$ cat src/hdl/rpw_pkg.sv
// ----------------------------------------------------------------------------
// rpw_pkg
// Shared types, constants and register indexes for the rc pulse width
// capture block.
// ----------------------------------------------------------------------------
package rpw_pkg;

    // fixed field widths
    localparam int TIME_W    = 16;
    localparam int MASK_W    = 8;
    localparam int CH_W      = 3;
    localparam int ACT_W     = 3;
    localparam int CFG_W     = 16;
    localparam int REG_IDX_W = 3;

    // parameter defaults
    localparam int CHANNELS_DEF   = 8;
    localparam int TIMER_BITS_DEF = 16;
    localparam int QUEUE_DEPTH    = 2;

    // register indexes
    localparam logic [REG_IDX_W-1:0] REG_CHANNEL_ENABLE  = 3'd0;
    localparam logic [REG_IDX_W-1:0] REG_TIMER_TOP       = 3'd1;
    localparam logic [REG_IDX_W-1:0] REG_UPPER_THRESHOLD = 3'd2;
    localparam logic [REG_IDX_W-1:0] REG_LOWER_THRESHOLD = 3'd3;
    localparam logic [REG_IDX_W-1:0] REG_ROLL_CHANNEL    = 3'd4;
    localparam logic [REG_IDX_W-1:0] REG_PITCH_CHANNEL   = 3'd5;

    // register reset values
    localparam logic [MASK_W-1:0] ENABLE_RST = 8'hFF;
    localparam logic [TIME_W-1:0] TOP_RST    = 16'd4001;
    localparam logic [TIME_W-1:0] UPPER_RST  = 16'd3000;
    localparam logic [TIME_W-1:0] LOWER_RST  = 16'd2000;
    localparam logic [CH_W-1:0]   ROLL_RST   = 3'd0;
    localparam logic [CH_W-1:0]   PITCH_RST  = 3'd1;

    // stick action codes
    localparam logic [ACT_W-1:0] ACT_NONE  = 3'd0;
    localparam logic [ACT_W-1:0] ACT_RIGHT = 3'd1;
    localparam logic [ACT_W-1:0] ACT_LEFT  = 3'd2;
    localparam logic [ACT_W-1:0] ACT_UP    = 3'd3;
    localparam logic [ACT_W-1:0] ACT_DOWN  = 3'd4;

    // edge event beat
    typedef struct packed {
        logic [TIME_W-1:0] timer_count;
        logic [MASK_W-1:0] pending_mask;
    } evt_t;

    // result beat
    typedef struct packed {
        logic [CH_W-1:0]   channel;
        logic [TIME_W-1:0] pulse_width;
        logic [ACT_W-1:0]  stick_action;
        logic              last;
    } res_t;

    // configuration seen by the back end
    typedef struct packed {
        logic [TIME_W-1:0] timer_top;
        logic [TIME_W-1:0] upper_threshold;
        logic [TIME_W-1:0] lower_threshold;
        logic [CH_W-1:0]   roll_channel;
        logic [CH_W-1:0]   pitch_channel;
    } cfg_t;

endpackage

$ cat src/hdl/rpw_queue.sv
// ----------------------------------------------------------------------------
// rpw_queue
// Small first-in first-out queue of edge events between front and back end.
// ----------------------------------------------------------------------------
module rpw_queue #(
    parameter int WIDTH = 24,
    parameter int DEPTH = rpw_pkg::QUEUE_DEPTH
) (
    input  logic             clk,
    input  logic             rst_n,
    input  logic             push,
    input  logic [WIDTH-1:0] wdata,
    input  logic             pop,
    output logic [WIDTH-1:0] rdata,
    output logic             full,
    output logic             empty
);

    localparam int PTR_W = (DEPTH > 1) ? $clog2(DEPTH) : 1;
    localparam int CNT_W = $clog2(DEPTH + 1);
    localparam logic [PTR_W-1:0] PTR_LAST = PTR_W'(DEPTH - 1);
    localparam logic [CNT_W-1:0] CNT_FULL = CNT_W'(DEPTH);

    logic [WIDTH-1:0] entry_reg [0:DEPTH-1];
    logic [PTR_W-1:0] wr_ptr_reg, wr_ptr_next;
    logic [PTR_W-1:0] rd_ptr_reg, rd_ptr_next;
    logic [CNT_W-1:0] count_reg, count_next;
    logic             do_push;
    logic             do_pop;

    assign full    = (count_reg == CNT_FULL);
    assign empty   = (count_reg == '0);
    assign rdata   = entry_reg[rd_ptr_reg];
    assign do_push = push && !full;
    assign do_pop  = pop && !empty;

    // pointer and count update
    always_comb
    begin
        wr_ptr_next = wr_ptr_reg;
        rd_ptr_next = rd_ptr_reg;
        count_next  = count_reg;
        if (do_push)
        begin
            wr_ptr_next = (wr_ptr_reg == PTR_LAST) ? '0 : wr_ptr_reg + 1'b1;
        end
        if (do_pop)
        begin
            rd_ptr_next = (rd_ptr_reg == PTR_LAST) ? '0 : rd_ptr_reg + 1'b1;
        end
        if (do_push && !do_pop)
        begin
            count_next = count_reg + 1'b1;
        end
        else if (do_pop && !do_push)
        begin
            count_next = count_reg - 1'b1;
        end
    end

    always_ff @(posedge clk or negedge rst_n)
    begin
        if (!rst_n)
        begin
            wr_ptr_reg <= '0;
            rd_ptr_reg <= '0;
            count_reg  <= '0;
        end
        else
        begin
            wr_ptr_reg <= wr_ptr_next;
            rd_ptr_reg <= rd_ptr_next;
            count_reg  <= count_next;
        end
    end

    // storage
    always_ff @(posedge clk)
    begin
        if (do_push)
        begin
            entry_reg[wr_ptr_reg] <= wdata;
        end
    end

endmodule

$ cat src/hdl/rpw_front.sv
// ----------------------------------------------------------------------------
// rpw_front
// Holds the configuration registers, takes edge event beats, drops channels
// that are disabled and queues events that touch at least one enabled channel.
// ----------------------------------------------------------------------------
module rpw_front #(
    parameter int CHANNELS   = rpw_pkg::CHANNELS_DEF,
    parameter int TIMER_BITS = rpw_pkg::TIMER_BITS_DEF
) (
    input  logic                          clk,
    input  logic                          rst_n,
    input  logic                          evt_valid,
    output logic                          evt_stall,
    input  rpw_pkg::evt_t                 evt,
    input  logic                          cfg_we,
    input  logic [rpw_pkg::REG_IDX_W-1:0] cfg_index,
    input  logic [rpw_pkg::CFG_W-1:0]     cfg_data,
    input  logic                          q_full,
    output logic                          q_push,
    output logic [((TIMER_BITS < rpw_pkg::TIME_W) ? TIMER_BITS : rpw_pkg::TIME_W)
                  + ((CHANNELS < rpw_pkg::MASK_W) ? CHANNELS : rpw_pkg::MASK_W)
                  - 1:0]              q_wdata,
    output rpw_pkg::cfg_t                 cfg
);

    localparam int NCH  = (CHANNELS < rpw_pkg::MASK_W) ? CHANNELS : rpw_pkg::MASK_W;
    localparam int TS_W = (TIMER_BITS < rpw_pkg::TIME_W) ? TIMER_BITS : rpw_pkg::TIME_W;

    logic [rpw_pkg::MASK_W-1:0] enable_reg;
    rpw_pkg::cfg_t              cfg_reg;
    logic [NCH-1:0]             masked;
    logic [TS_W-1:0]            now;

    // register writes, unknown indexes fall through
    always_ff @(posedge clk or negedge rst_n)
    begin
        if (!rst_n)
        begin
            enable_reg              <= rpw_pkg::ENABLE_RST;
            cfg_reg.timer_top       <= rpw_pkg::TOP_RST;
            cfg_reg.upper_threshold <= rpw_pkg::UPPER_RST;
            cfg_reg.lower_threshold <= rpw_pkg::LOWER_RST;
            cfg_reg.roll_channel    <= rpw_pkg::ROLL_RST;
            cfg_reg.pitch_channel   <= rpw_pkg::PITCH_RST;
        end
        else if (cfg_we)
        begin
            case (cfg_index)
                rpw_pkg::REG_CHANNEL_ENABLE:
                    enable_reg <= cfg_data[rpw_pkg::MASK_W-1:0];
                rpw_pkg::REG_TIMER_TOP:
                    cfg_reg.timer_top <= cfg_data[rpw_pkg::TIME_W-1:0];
                rpw_pkg::REG_UPPER_THRESHOLD:
                    cfg_reg.upper_threshold <= cfg_data[rpw_pkg::TIME_W-1:0];
                rpw_pkg::REG_LOWER_THRESHOLD:
                    cfg_reg.lower_threshold <= cfg_data[rpw_pkg::TIME_W-1:0];
                rpw_pkg::REG_ROLL_CHANNEL:
                    cfg_reg.roll_channel <= cfg_data[rpw_pkg::CH_W-1:0];
                rpw_pkg::REG_PITCH_CHANNEL:
                    cfg_reg.pitch_channel <= cfg_data[rpw_pkg::CH_W-1:0];
                default:
                    ;
            endcase
        end
    end

    assign cfg = cfg_reg;

    // classify: keep only enabled channels, skip events that touch none
    assign masked    = evt.pending_mask[NCH-1:0] & enable_reg[NCH-1:0];
    assign now       = evt.timer_count[TS_W-1:0];
    assign evt_stall = q_full;
    assign q_push    = evt_valid && !q_full && (masked != '0);
    assign q_wdata   = {now, masked};

endmodule

$ cat src/hdl/rpw_back.sv
// ----------------------------------------------------------------------------
// rpw_back
// Keeps the per-channel edge phase, rise time and last width, works through an
// event's completing channels one per cycle unless stalled; decodes stick action.
// ----------------------------------------------------------------------------
module rpw_back #(
    parameter int CHANNELS   = rpw_pkg::CHANNELS_DEF,
    parameter int TIMER_BITS = rpw_pkg::TIMER_BITS_DEF
) (
    input  logic          clk,
    input  logic          rst_n,
    input  logic          q_empty,
    input  logic [((TIMER_BITS < rpw_pkg::TIME_W) ? TIMER_BITS : rpw_pkg::TIME_W)
                  + ((CHANNELS < rpw_pkg::MASK_W) ? CHANNELS : rpw_pkg::MASK_W)
                  - 1:0]  q_rdata,
    output logic          q_pop,
    input  rpw_pkg::cfg_t cfg,
    output logic          res_valid,
    input  logic          res_stall,
    output rpw_pkg::res_t res
);

    localparam int NCH   = (CHANNELS < rpw_pkg::MASK_W) ? CHANNELS : rpw_pkg::MASK_W;
    localparam int TS_W  = (TIMER_BITS < rpw_pkg::TIME_W) ? TIMER_BITS : rpw_pkg::TIME_W;
    localparam int IDX_W = (NCH > 1) ? $clog2(NCH) : 1;
    localparam logic [rpw_pkg::CH_W:0] NCH_V = (rpw_pkg::CH_W + 1)'(NCH);

    typedef enum logic [1:0] {
        ST_IDLE = 2'b01,
        ST_SCAN = 2'b10
    } bk_state_t;

    bk_state_t                  state_reg, state_next;
    logic [NCH-1:0]             af_reg;
    logic [NCH-1:0]             fall_reg;
    logic [TS_W-1:0]            now_reg;
    logic [TS_W-1:0]            rise_time_reg  [0:NCH-1];
    logic [rpw_pkg::TIME_W-1:0] last_width_reg [0:NCH-1];

    logic                       w_valid_reg;
    logic [rpw_pkg::CH_W-1:0]   w_ch_reg;
    logic [rpw_pkg::TIME_W-1:0] w_width_reg;
    logic                       w_last_reg;

    logic                       out_valid_reg;
    rpw_pkg::res_t              out_reg;

    logic [TS_W-1:0]            q_now;
    logic [NCH-1:0]             q_mask;
    logic                       load;
    logic                       w_move;
    logic                       advance;
    logic                       pick_fire;
    logic [IDX_W-1:0]           pick_idx;
    logic [NCH-1:0]             remaining;
    logic                       pick_last;
    logic [TS_W-1:0]            rise;
    logic [rpw_pkg::TIME_W-1:0] width;
    logic [rpw_pkg::TIME_W-1:0] roll_w;
    logic [rpw_pkg::TIME_W-1:0] pitch_w;
    logic [rpw_pkg::ACT_W-1:0]  action;

    assign q_now  = q_rdata[TS_W+NCH-1:NCH];
    assign q_mask = q_rdata[NCH-1:0];

    // event load from the queue
    assign load  = (state_reg == ST_IDLE) && !q_empty;
    assign q_pop = load;

    // stage handoff
    assign w_move    = w_valid_reg && (!out_valid_reg || !res_stall);
    assign advance   = !w_valid_reg || w_move;
    assign pick_fire = (state_reg == ST_SCAN) && advance;

    // lowest completing channel
    always_comb
    begin
        logic found;
        found    = 1'b0;
        pick_idx = '0;
        for (int i = 0; i < NCH; i++)
        begin
            if (fall_reg[i] && !found)
            begin
                pick_idx = IDX_W'(i);
                found    = 1'b1;
            end
        end
    end

    assign remaining = fall_reg & ~(NCH'(1) << pick_idx);
    assign pick_last = (remaining == '0);

    // high time with wrap correction, modulo 2^16
    assign rise  = rise_time_reg[pick_idx];
    assign width = ((rise > now_reg) ? cfg.timer_top : '0)
                   + rpw_pkg::TIME_W'(now_reg) - rpw_pkg::TIME_W'(rise);

    // stick decode from stored widths
    assign roll_w  = ({1'b0, cfg.roll_channel} < NCH_V)
                     ? last_width_reg[cfg.roll_channel[IDX_W-1:0]] : '0;
    assign pitch_w = ({1'b0, cfg.pitch_channel} < NCH_V)
                     ? last_width_reg[cfg.pitch_channel[IDX_W-1:0]] : '0;

    always_comb
    begin
        if (roll_w > cfg.upper_threshold)
        begin
            action = rpw_pkg::ACT_RIGHT;
        end
        else if (roll_w < cfg.lower_threshold)
        begin
            action = rpw_pkg::ACT_LEFT;
        end
        else if (pitch_w < cfg.lower_threshold)
        begin
            action = rpw_pkg::ACT_UP;
        end
        else if (pitch_w > cfg.upper_threshold)
        begin
            action = rpw_pkg::ACT_DOWN;
        end
        else
        begin
            action = rpw_pkg::ACT_NONE;
        end
    end

    // sequencer
    always_comb
    begin
        state_next = state_reg;
        case (state_reg)
            ST_IDLE:
            begin
                if (load && ((q_mask & af_reg) != '0))
                begin
                    state_next = ST_SCAN;
                end
            end
            ST_SCAN:
            begin
                if (pick_fire && pick_last)
                begin
                    state_next = ST_IDLE;
                end
            end
            default:
            begin
                state_next = ST_IDLE;
            end
        endcase
    end

    // channel state: rises taken at load, falls one per cycle unless the output stalls
    always_ff @(posedge clk or negedge rst_n)
    begin
        if (!rst_n)
        begin
            state_reg <= ST_IDLE;
            af_reg    <= '0;
            fall_reg  <= '0;
            now_reg   <= '0;
            for (int i = 0; i < NCH; i++)
            begin
                rise_time_reg[i]  <= '0;
                last_width_reg[i] <= '0;
            end
        end
        else
        begin
            state_reg <= state_next;
            if (load)
            begin
                now_reg  <= q_now;
                fall_reg <= q_mask & af_reg;
                for (int i = 0; i < NCH; i++)
                begin
                    if (q_mask[i] && !af_reg[i])
                    begin
                        rise_time_reg[i] <= q_now;
                        af_reg[i]        <= 1'b1;
                    end
                end
            end
            else if (pick_fire)
            begin
                fall_reg                 <= remaining;
                af_reg[pick_idx]         <= 1'b0;
                last_width_reg[pick_idx] <= width;
            end
        end
    end

    // width stage and output register
    always_ff @(posedge clk or negedge rst_n)
    begin
        if (!rst_n)
        begin
            w_valid_reg   <= 1'b0;
            out_valid_reg <= 1'b0;
        end
        else
        begin
            if (pick_fire)
            begin
                w_valid_reg <= 1'b1;
            end
            else if (w_move)
            begin
                w_valid_reg <= 1'b0;
            end
            if (w_move)
            begin
                out_valid_reg <= 1'b1;
            end
            else if (!res_stall)
            begin
                out_valid_reg <= 1'b0;
            end
        end
    end

    always_ff @(posedge clk)
    begin
        if (pick_fire)
        begin
            w_ch_reg    <= rpw_pkg::CH_W'(pick_idx);
            w_width_reg <= width;
            w_last_reg  <= pick_last;
        end
        if (w_move)
        begin
            out_reg.channel      <= w_ch_reg;
            out_reg.pulse_width  <= w_width_reg;
            out_reg.stick_action <= action;
            out_reg.last         <= w_last_reg;
        end
    end

    assign res_valid = out_valid_reg;
    assign res       = out_reg;

    // idle means no completing channel is left over
    a_idle_empty: assert property (@(posedge clk) disable iff (!rst_n)
        (state_reg == ST_IDLE) |-> (fall_reg == '0))
        else $error("completing channels left while idle");

    // only channels in the falling phase are queued for completion
    a_fall_phase: assert property (@(posedge clk) disable iff (!rst_n)
        ((fall_reg & ~af_reg) == '0))
        else $error("completion pending on a channel waiting for rise");

    // a completed channel returns to waiting for the rise
    a_phase_clear: assert property (@(posedge clk) disable iff (!rst_n)
        pick_fire |=> !af_reg[$past(pick_idx)])
        else $error("edge phase not cleared after completion");

    // the final completion of an event ends the scan
    a_last_ends: assert property (@(posedge clk) disable iff (!rst_n)
        (pick_fire && pick_last) |=> (state_reg == ST_IDLE))
        else $error("scan did not end after final completion");

endmodule

$ cat src/hdl/rc_pulse_width_capture_stick_action.sv
// ----------------------------------------------------------------------------
// rc_pulse_width_capture_stick_action
// Pulse width capture for rc receiver channels with stick action decoding.
// ----------------------------------------------------------------------------
// Each evt beat is one timer edge event. The front end masks the pending bits
// with channel_enable and places events that touch an enabled channel in a
// two-entry queue, so a beat is taken as long as the queue has room. The back
// end takes an event from the queue, storing all rising edges at once, then
// completes one falling-edge channel per cycle in ascending order while the
// output is not stalled, and takes the next event only once the last channel
// of the current one is done. Each completed pulse gives one res beat
// carrying the width, the stick action seen after that width was stored, and
// last on the final beat of the event. Events that complete no pulse give no
// beat. The user must write registers only while the block is idle; the
// block itself does not enforce it.
module rc_pulse_width_capture_stick_action #(
    parameter int CHANNELS   = rpw_pkg::CHANNELS_DEF,
    parameter int TIMER_BITS = rpw_pkg::TIMER_BITS_DEF
) (
    input  logic                          clk,
    input  logic                          rst_n,
    input  logic                          evt_valid,
    output logic                          evt_stall,
    input  rpw_pkg::evt_t                 evt,
    output logic                          res_valid,
    input  logic                          res_stall,
    output rpw_pkg::res_t                 res,
    input  logic                          cfg_we,
    input  logic [rpw_pkg::REG_IDX_W-1:0] cfg_index,
    input  logic [rpw_pkg::CFG_W-1:0]     cfg_data
);

    localparam int NCH  = (CHANNELS < rpw_pkg::MASK_W) ? CHANNELS : rpw_pkg::MASK_W;
    localparam int TS_W = (TIMER_BITS < rpw_pkg::TIME_W) ? TIMER_BITS : rpw_pkg::TIME_W;
    localparam int Q_W  = TS_W + NCH;

    logic           q_push;
    logic           q_pop;
    logic           q_full;
    logic           q_empty;
    logic [Q_W-1:0] q_wdata;
    logic [Q_W-1:0] q_rdata;
    rpw_pkg::cfg_t  cfg;

    // front end: registers and event classification
    rpw_front #(
        .CHANNELS   (CHANNELS),
        .TIMER_BITS (TIMER_BITS)
    ) u_front (
        .clk       (clk),
        .rst_n     (rst_n),
        .evt_valid (evt_valid),
        .evt_stall (evt_stall),
        .evt       (evt),
        .cfg_we    (cfg_we),
        .cfg_index (cfg_index),
        .cfg_data  (cfg_data),
        .q_full    (q_full),
        .q_push    (q_push),
        .q_wdata   (q_wdata),
        .cfg       (cfg)
    );

    // event queue
    rpw_queue #(
        .WIDTH (Q_W),
        .DEPTH (rpw_pkg::QUEUE_DEPTH)
    ) u_queue (
        .clk   (clk),
        .rst_n (rst_n),
        .push  (q_push),
        .wdata (q_wdata),
        .pop   (q_pop),
        .rdata (q_rdata),
        .full  (q_full),
        .empty (q_empty)
    );

    // back end: per-channel state and results
    rpw_back #(
        .CHANNELS   (CHANNELS),
        .TIMER_BITS (TIMER_BITS)
    ) u_back (
        .clk       (clk),
        .rst_n     (rst_n),
        .q_empty   (q_empty),
        .q_rdata   (q_rdata),
        .q_pop     (q_pop),
        .cfg       (cfg),
        .res_valid (res_valid),
        .res_stall (res_stall),
        .res       (res)
    );

endmodule
$ cat config.mk
export PLATFORM = sky130hd
export DESIGN_NAME = rc_pulse_width_capture_stick_action
export DESIGN_NICKNAME = d
export VERILOG_FILES = /design/src/hdl/rpw_pkg.sv /design/src/hdl/rpw_queue.sv /design/src/hdl/rpw_front.sv /design/src/hdl/rpw_back.sv /design/src/hdl/rc_pulse_width_capture_stick_action.sv
export SDC_FILE = /design/constraint.sdc
export NUM_CORES = 1
export LEC_CHECK = 0
export BUFFER_PORTS_ARGS = -buffer_cell sky130_fd_sc_hd__buf_2
export CORE_UTILIZATION = 50
export CTS_CLUSTER_SIZE = 28
export DETAILED_ROUTE_END_ITERATION = 6
export PLACE_DENSITY = 0.66
export SYNTH_ARGS = -nofsm -noshare
export SYNTH_HDL_FRONTEND = slang
export SYNTH_SLANG_ARGS = --single-unit
$ cat constraint.sdc
create_clock -name clk -period 8.05 [get_ports clk]
set_clock_uncertainty 0.1 [all_clocks]
set_input_delay 0.4025 -clock clk [delete_from_list [all_inputs] [get_ports clk]]
set_output_delay 0.4025 -clock clk [all_outputs]
set_load 0.005 [all_outputs]
# Yosys cells after proc, flatten, opt, wreduce, memory -nomap -nowiden
# Memories as Yosys holds them, arrays and structs flattened.
# Index checks and enable logic that the tools add are counted.
# Widths: inputs -> output; s select.
dict set report op_classes {
  n_addsub 6
  n_lt_le_gt_ge 11
  eq_ne 19
  shift 1
  n_mux 57
  bitwise_logic 10
  reduce_logical 85
}
# operator n
set op_table {}
lappend op_table {{$bmux 16 s3} 3}
lappend op_table {{$bwmux 128} 1}
lappend op_table {{$mux 16} 8}
lappend op_table {{$demux 16 s3} 1}
lappend op_table {{$gt 16x16->1} 3}
lappend op_table {{$reduce_and 2->1} 24}
lappend op_table {{$and 8x8->8} 4}
lappend op_table {{$lt 16x16->1} 2}
lappend op_table {{$mux 8} 4}
lappend op_table {{$logic_and 1x1->1} 28}
lappend op_table {{$mux 1} 25}
lappend op_table {{$logic_not 1->1} 22}
lappend op_table {{$mux 3} 7}
lappend op_table {{$ne 2x2->1 const B} 10}
lappend op_table {{$add 16x16->16} 1}
lappend op_table {{$not 8->8} 2}
lappend op_table {{$reduce_bool 8->1} 2}
lappend op_table {{$sub 16x16->16} 1}
lappend op_table {{$ge 4x4->1 const B} 3}
lappend op_table {{$mux 2} 6}
lappend op_table {{$not 3->4} 3}
lappend op_table {{$logic_not 8->1} 1}
lappend op_table {{$shl 1x3->8 const A} 1}
lappend op_table {{$eq 3x2->1 const B} 2}
lappend op_table {{other kinds (19)} 25}
dict set report word_totals {
  regBits 401
  ramBits 48
  inputBits 48
  out_inout_bits 25
  elab_cells 236
  mem_count 1
}
# memory words width read_ports rd_clocked_by_memory_dff write_ports line
set memory_table {}
lappend memory_table {u_queue.entry_reg 2 24 1 0 1 rpw_queue.sv:24} ;# logic [WIDTH-1:0] entry_reg [0:DEPTH-1];

# Logic depth before layout (Yosys ltp)
dict set report depth {
  word_depth 31
  mapped_depth 27
  mapped_depth_nobuf 25
}

# Hierarchy
# From an unflattened synthesis, not the netlist that was laid out.
dict set report unflattened {
  hier_cells 1739
  area_unflattened_um2 23119.7
}
# module n_inst cells_per_inst area_per_inst_um2 seq_area_each_um2
set by_module_without_submodules {}
lappend by_module_without_submodules {rpw_back 1 1479 18372.6 8599.5}
lappend by_module_without_submodules {rpw_front 1 166 2716.4 1587.8}
lappend by_module_without_submodules {rpw_queue 1 94 2030.7 1541.5}

# Least setup slack after synthesis
# OpenSTA, ideal clock, no wires.
dict set report synth_path {
  kind {register to register}
  start {reg u_back.fall_reg[4]}
  end {reg u_back.w_width_reg[15] in the netlist's numbering, data pin}
  setup_time_ns 0.259
  t_arrival_ns 6.161
  required_time_ns 7.691
  slack_ns 1.529
  path_stages_with_launch 27
  n_path_buf 3
  synth_period_minus_slack_ns 6.521
  path_cell_list {dfrtp_1 > buf_6 > or3_4 > or3_1 > o21ai_4 > clkinv_4 > buf_12 > mux2i_1 > mux4_2 > inv_2 > ha_1 > nand4_1 > nor4_1 > a21boi_0 > o31a_1 > clkbuf_1 > nand2_1 > fa_1 > inv_1 > ha_1 > a21o_1 > a21oi_1 > a2111oi_0 > nor4b_1 > o2bb2ai_1 > a21oi_1 > or2_1}
}
dict set report synth_via {
  elab_chain_len 19
  word_cells_on_any_way 22
  classes_between {2 x add/sub; 1 x order compare; 11 x mux; 1 x bitwise; 7 x reduce/logical}
}
# element line
set synth_lines {}
lappend synth_lines {{from (decl)} rpw_back.sv:35} ;# logic [NCH-1:0] fall_reg;
lappend synth_lines {{from (signal assigned)} rpw_back.sv:176} ;# fall_reg <= q_mask & af_reg;
lappend synth_lines {{from (signal assigned)} rpw_back.sv:188} ;# fall_reg <= remaining;
lappend synth_lines {{$logic_and 1x1->1 *} rpw_back.sv:83} ;# if (fall_reg[i] && !found)
lappend synth_lines {{$mux 1} rpw_back.sv:83}
lappend synth_lines {{$logic_not 1->1} rpw_back.sv:83}
lappend synth_lines {{$logic_and 1x1->1} rpw_back.sv:83}
lappend synth_lines {{$mux 1} rpw_back.sv:83}
lappend synth_lines {{$logic_not 1->1} rpw_back.sv:83}
lappend synth_lines {{$logic_and 1x1->1} rpw_back.sv:83}
lappend synth_lines {{$mux 1} rpw_back.sv:83}
lappend synth_lines {{(+3 left out)} --}
lappend synth_lines {{$not 3->4 (not written as such) *} rpw_back.sv:95} ;# assign rise = rise_time_reg[pick_idx];
lappend synth_lines {{$bmux 16 s3 *} rpw_back.sv:95}
lappend synth_lines {{$mux 16 (not written as such) * (2 in a row)} rpw_back.sv:95}
lappend synth_lines {{$gt 16x16->1} rpw_back.sv:96} ;# assign width = ((rise > now_reg) ? cfg.timer_top : '0)
lappend synth_lines {{$mux 16} rpw_back.sv:96}
lappend synth_lines {{$add 16x16->16} rpw_back.sv:97} ;# + rpw_pkg::TIME_W'(now_reg) - rpw_pkg::TIME_W'(rise);
lappend synth_lines {{$sub 16x16->16 *} rpw_back.sv:97}
lappend synth_lines {{net u_back.width (one bit)} rpw_back.sv:58} ;# logic [rpw_pkg::TIME_W-1:0] width;
lappend synth_lines {{to (signal assigned)} rpw_back.sv:229} ;# w_width_reg <= width;
lappend synth_lines {{to (decl)} rpw_back.sv:42} ;# logic [rpw_pkg::TIME_W-1:0] w_width_reg;
# The timed path passes the listed nets; every way through them passes the cells marked *. The select of a mux whose other input is x is not followed.
# A chain may end at the register's enable or synchronous reset.

# Worst setup path after layout
dict set report layout_path {
  start {reg u_back.fall_reg[2]}
  end {reg u_back.w_width_reg[15] in the netlist's numbering, data pin}
}
dict set report layout_via {
  elab_chain_len 25
  word_cells_on_any_way 30
  classes_between {2 x add/sub; 1 x order compare; 15 x mux; 1 x bitwise; 11 x reduce/logical}
}
# element line
set layout_lines {}
lappend layout_lines {{$logic_and 1x1->1 *} rpw_back.sv:83}
lappend layout_lines {{$mux 1} rpw_back.sv:83}
lappend layout_lines {{$logic_not 1->1} rpw_back.sv:83}
lappend layout_lines {{$logic_and 1x1->1} rpw_back.sv:83}
lappend layout_lines {{$mux 1} rpw_back.sv:83}
lappend layout_lines {{$logic_not 1->1} rpw_back.sv:83}
lappend layout_lines {{$logic_and 1x1->1} rpw_back.sv:83}
lappend layout_lines {{$mux 1} rpw_back.sv:83}
lappend layout_lines {{(+9 left out)} --}
lappend layout_lines {{$not 3->4 (not written as such) *} rpw_back.sv:95}
lappend layout_lines {{$bmux 16 s3 *} rpw_back.sv:95}
lappend layout_lines {{$mux 16 (not written as such) * (2 in a row)} rpw_back.sv:95}
lappend layout_lines {{$gt 16x16->1} rpw_back.sv:96}
lappend layout_lines {{$mux 16} rpw_back.sv:96}
lappend layout_lines {{$add 16x16->16} rpw_back.sv:97}
lappend layout_lines {{$sub 16x16->16 *} rpw_back.sv:97}
lappend layout_lines {{net u_back.width (one bit)} rpw_back.sv:58}
# Marked as above.

==> out/metrics.csv <==
stage,metric,value,unit
clock_network,CTS Root Cell,clkbuf_16,
floorplanning,die area,45500,sq um
sta,Slew headroom,25.2,%
placement,GP Congestion,0.884,
sta,final worst-path cycle share,91.3,%
routing,Vias/cell,5.79,
critical_path,Worst path slowest cell,dfrtp_1,
floorplanning,Starting Density,50.6,%
sta,final hold vios,0,
sta,# setup viols final,0,
global_routing,gr ovfl total,0,
clock_network,clk slew on worst S/H paths,0.06,ns
placement,Post-Place Cells,2526,
sta,minimum clock period,7.35,ns
clock_network,H-tree depth,2,
floorplanning,Ports,73,
sta,Max Slew Vio Count,0,
clock_network,clock buffer depth,3,
synth,post-synthesis sequential area ratio,52.6,%
clock_network,CTS tree,done,
cells_and_area,fin nets,2166,
synth,cell count after synthesis,1929,
synth,Yosys Warn Count,0,
routing,initial drt markers,1093,
clock_network,CTS Sinks,449,
synth,count of distinct cell types in the synthesized netlist,73,
synth,"Avg Cell Area, Syn",11.6,sq um
sta,worst-margin pin slew,1.09,ns
clock_network,Num CTS Buffers,48,
synth,Post-synth ARST share,79.7,%
critical_path,Worst Setup Start Kind,flip-flop,
routing,via count,15300,
critical_path,Crit. End Element,flip-flop,
sta,fmax,136,MHz
synth,Synth Flop Type,dfrtp_1,
synth,syn_nets,2087,
min_path,Hold Path Class,in2reg,
placement,DP HPWL,38.4,mm
global_routing,antenna violations before repair,3,
routing,routed wire length per instance,21.3,microns
routing,Post-DRT Antenna Nets,0,
synth,"EDFF count, synth",91,
routing,Detailed Route WL,56.2,mm
synth,Yosys reg bits,449,
cells_and_area,"most common cell after layout, fill and taps aside",dfrtp_1,
clock_network,clk_lat worst skew,0.59,ns
routing,DR pass1 iterations,5,
global_routing,first-pass GRT wire length,87.8,mm
floorplanning,DIE WIDTH,213,microns
min_path,Worst Hold Depth,3,
synth,synthesized area,22300,sq um
floorplanning,Core ar.,44100,sq um
cells_and_area,Area growth syn-to-layout,12.6,%
critical_path,CP Class,reg2reg,
sta,RSZ-0062 raised after global routing,no,
critical_path,depth of the worst register-to-register path,25,
routing,Post-route DRC,0,
critical_path,maximum fanout along the worst path,35,
critical_path,Crit path largest cell delay,0.52,ns
cells_and_area,fillers,3743,
status,status,"complete, no violations",
global_routing,vias in the first global route,15600,
sta,Final TNS setup,0,ns
critical_path,CP arrival,7.59,ns
cells_and_area,"non-filler cells, final",2640,
global_routing,largest net degree at the start of global routing,171,
placement,IO buf count,72,
global_routing,GRT Total Usage,25.7,%
critical_path,Worst EP required,8.29,ns
floorplanning,die height,213,microns
clock_network,Post-CTS Setup Bufs,0,
cells_and_area,most frequent cells in the layout,"327 x dfrtp_1, 186 x nand2_1, 166 x a21oi_1, 156 x nor2_1, 132 x o21ai_0",
run,max cap viols,0,
floorplanning,row cnt,77,
cells_and_area,layout cells sized above 1,21.4,%
cells_and_area,fin util,56.9,%
[kinds of logic (layout without fill, tap and decap cells)]
logic type	count (synthesis)	count (layout)	synth area share, %
AO/OA/AOI/OAI	448	448	11.8
XOR/XNOR	19	19	0.746
adder cells (fa/ha/maj)	111	111	6.72
buffers and inverters	193	311	3.48
flip-flops	449	449	52.6
multiplexers	230	230	15.1
other	0	1	0
AND/OR/NAND/NOR	479	479	9.55
[path summary, 6_finish.rpt]
check	start	endpoint	slack, ns
hold reg to reg	u_back.w_width_reg[14]$_DFFE_PP_	u_back.res[18]$_DFFE_PP_	0.32
min in group asynchronous	rst_n	u_front.cfg[23]$_DFFE_PN0P_	0.33
max in group asynchronous	rst_n	u_back.rise_time_reg[120]$_DFFE_PN0P_	5.87
setup reg to reg	u_back.fall_reg[2]$_DFFE_PN0P_	u_back.w_width_reg[15]$_DFFE_PP_	0.70
hold / removal	cfg_data[8]	u_front.cfg[30]$_DFFE_PN1P_	0.02
setup / recovery	u_back.fall_reg[2]$_DFFE_PN0P_	u_back.w_width_reg[15]$_DFFE_PP_	0.70
[area by class of cell]
type / instances / area (sq um) / share of cell area, %
clock inverters: 27 / 214 / 0.852
repair buffers: 133 / 901 / 3.59
diodes: 1 / 2.50 / 0.00996
multi-input cells: 1287 / 9870 / 39.3
clock buffers: 62 / 1330 / 5.31
well taps: 592 / 741 / 2.95
flip-flops and latches: 449 / 11700 / 46.7
inverters: 89 / 339 / 1.35
[cells in the mapped netlist, drive strengths merged (9+ instances only)]
master / n / share of area, %
a21o: 32 / 1.1
a21oi: 166 / 3.7
and2: 23 / 0.64
buf: 19 / 0.53
clkbuf: 85 / 1.4
dfrtp: 328 / 37
dfstp: 30 / 3.5
edfxtp: 91 / 12
fa: 15 / 1.3
ha: 95 / 5.3
inv: 87 / 1.5
mux2: 115 / 5.8
mux2i: 41 / 1.8
mux4: 74 / 7.5
nand2: 187 / 3.2
nand2b: 12 / 0.34
nand3: 25 / 0.56
nand4: 14 / 0.39
nor2: 162 / 2.7
nor2b: 12 / 0.34
nor3: 11 / 0.25
o21a: 9 / 0.30
o21ai: 144 / 3.3
o22ai: 24 / 0.67
xnor2: 11 / 0.43
[repair_timing]
item                                    in CTS  in global routing
endpoints found under the setup margin       0                 29
hold endpoints to repair                   133                  0
resized for setup                            0                  2
hold buffers                                24                  0
[per-stage QoR]
stage | setup slack (ns) | area [sq um] | hold slack (ns)
after floorplan | 1.53 | 22300 | 0.00691
after global placement | 0.688 | 23300 | 0.302
after detailed placement | 0.480 | 23300 | 0.307
after CTS | 0.464 | 25100 | 0.00483
after global routing | 0.0479 | 25100 | 0.0472
final | 0.699 | 25100 | 0.0236
[worst max-delay path: cells and delay by family, from the launching register on]
kind / cells / cell delay [ns]
AND/OR/NAND/NOR: 9 / 2.56
AO/OA/AOI/OAI: 11 / 2.38
buffers and inverters: 2 / 0.33
adder cells (fa/ha/maj): 3 / 1.19
flip-flops: 1 / 0.52
[routing by layer]
layer  up-vias  global-route usage, %  share of wire [%]
met4         0                   7.88                2.4
met3        91                   3.84                5.1
met1      7682                   34.8                 44
met5         -                      0                  0
met2       408                   42.7                 48
li1       7101                      -                  -
Power is not shown: default switching activity piles up to over one toggle a cycle in this logic, so the estimate is an artifact.
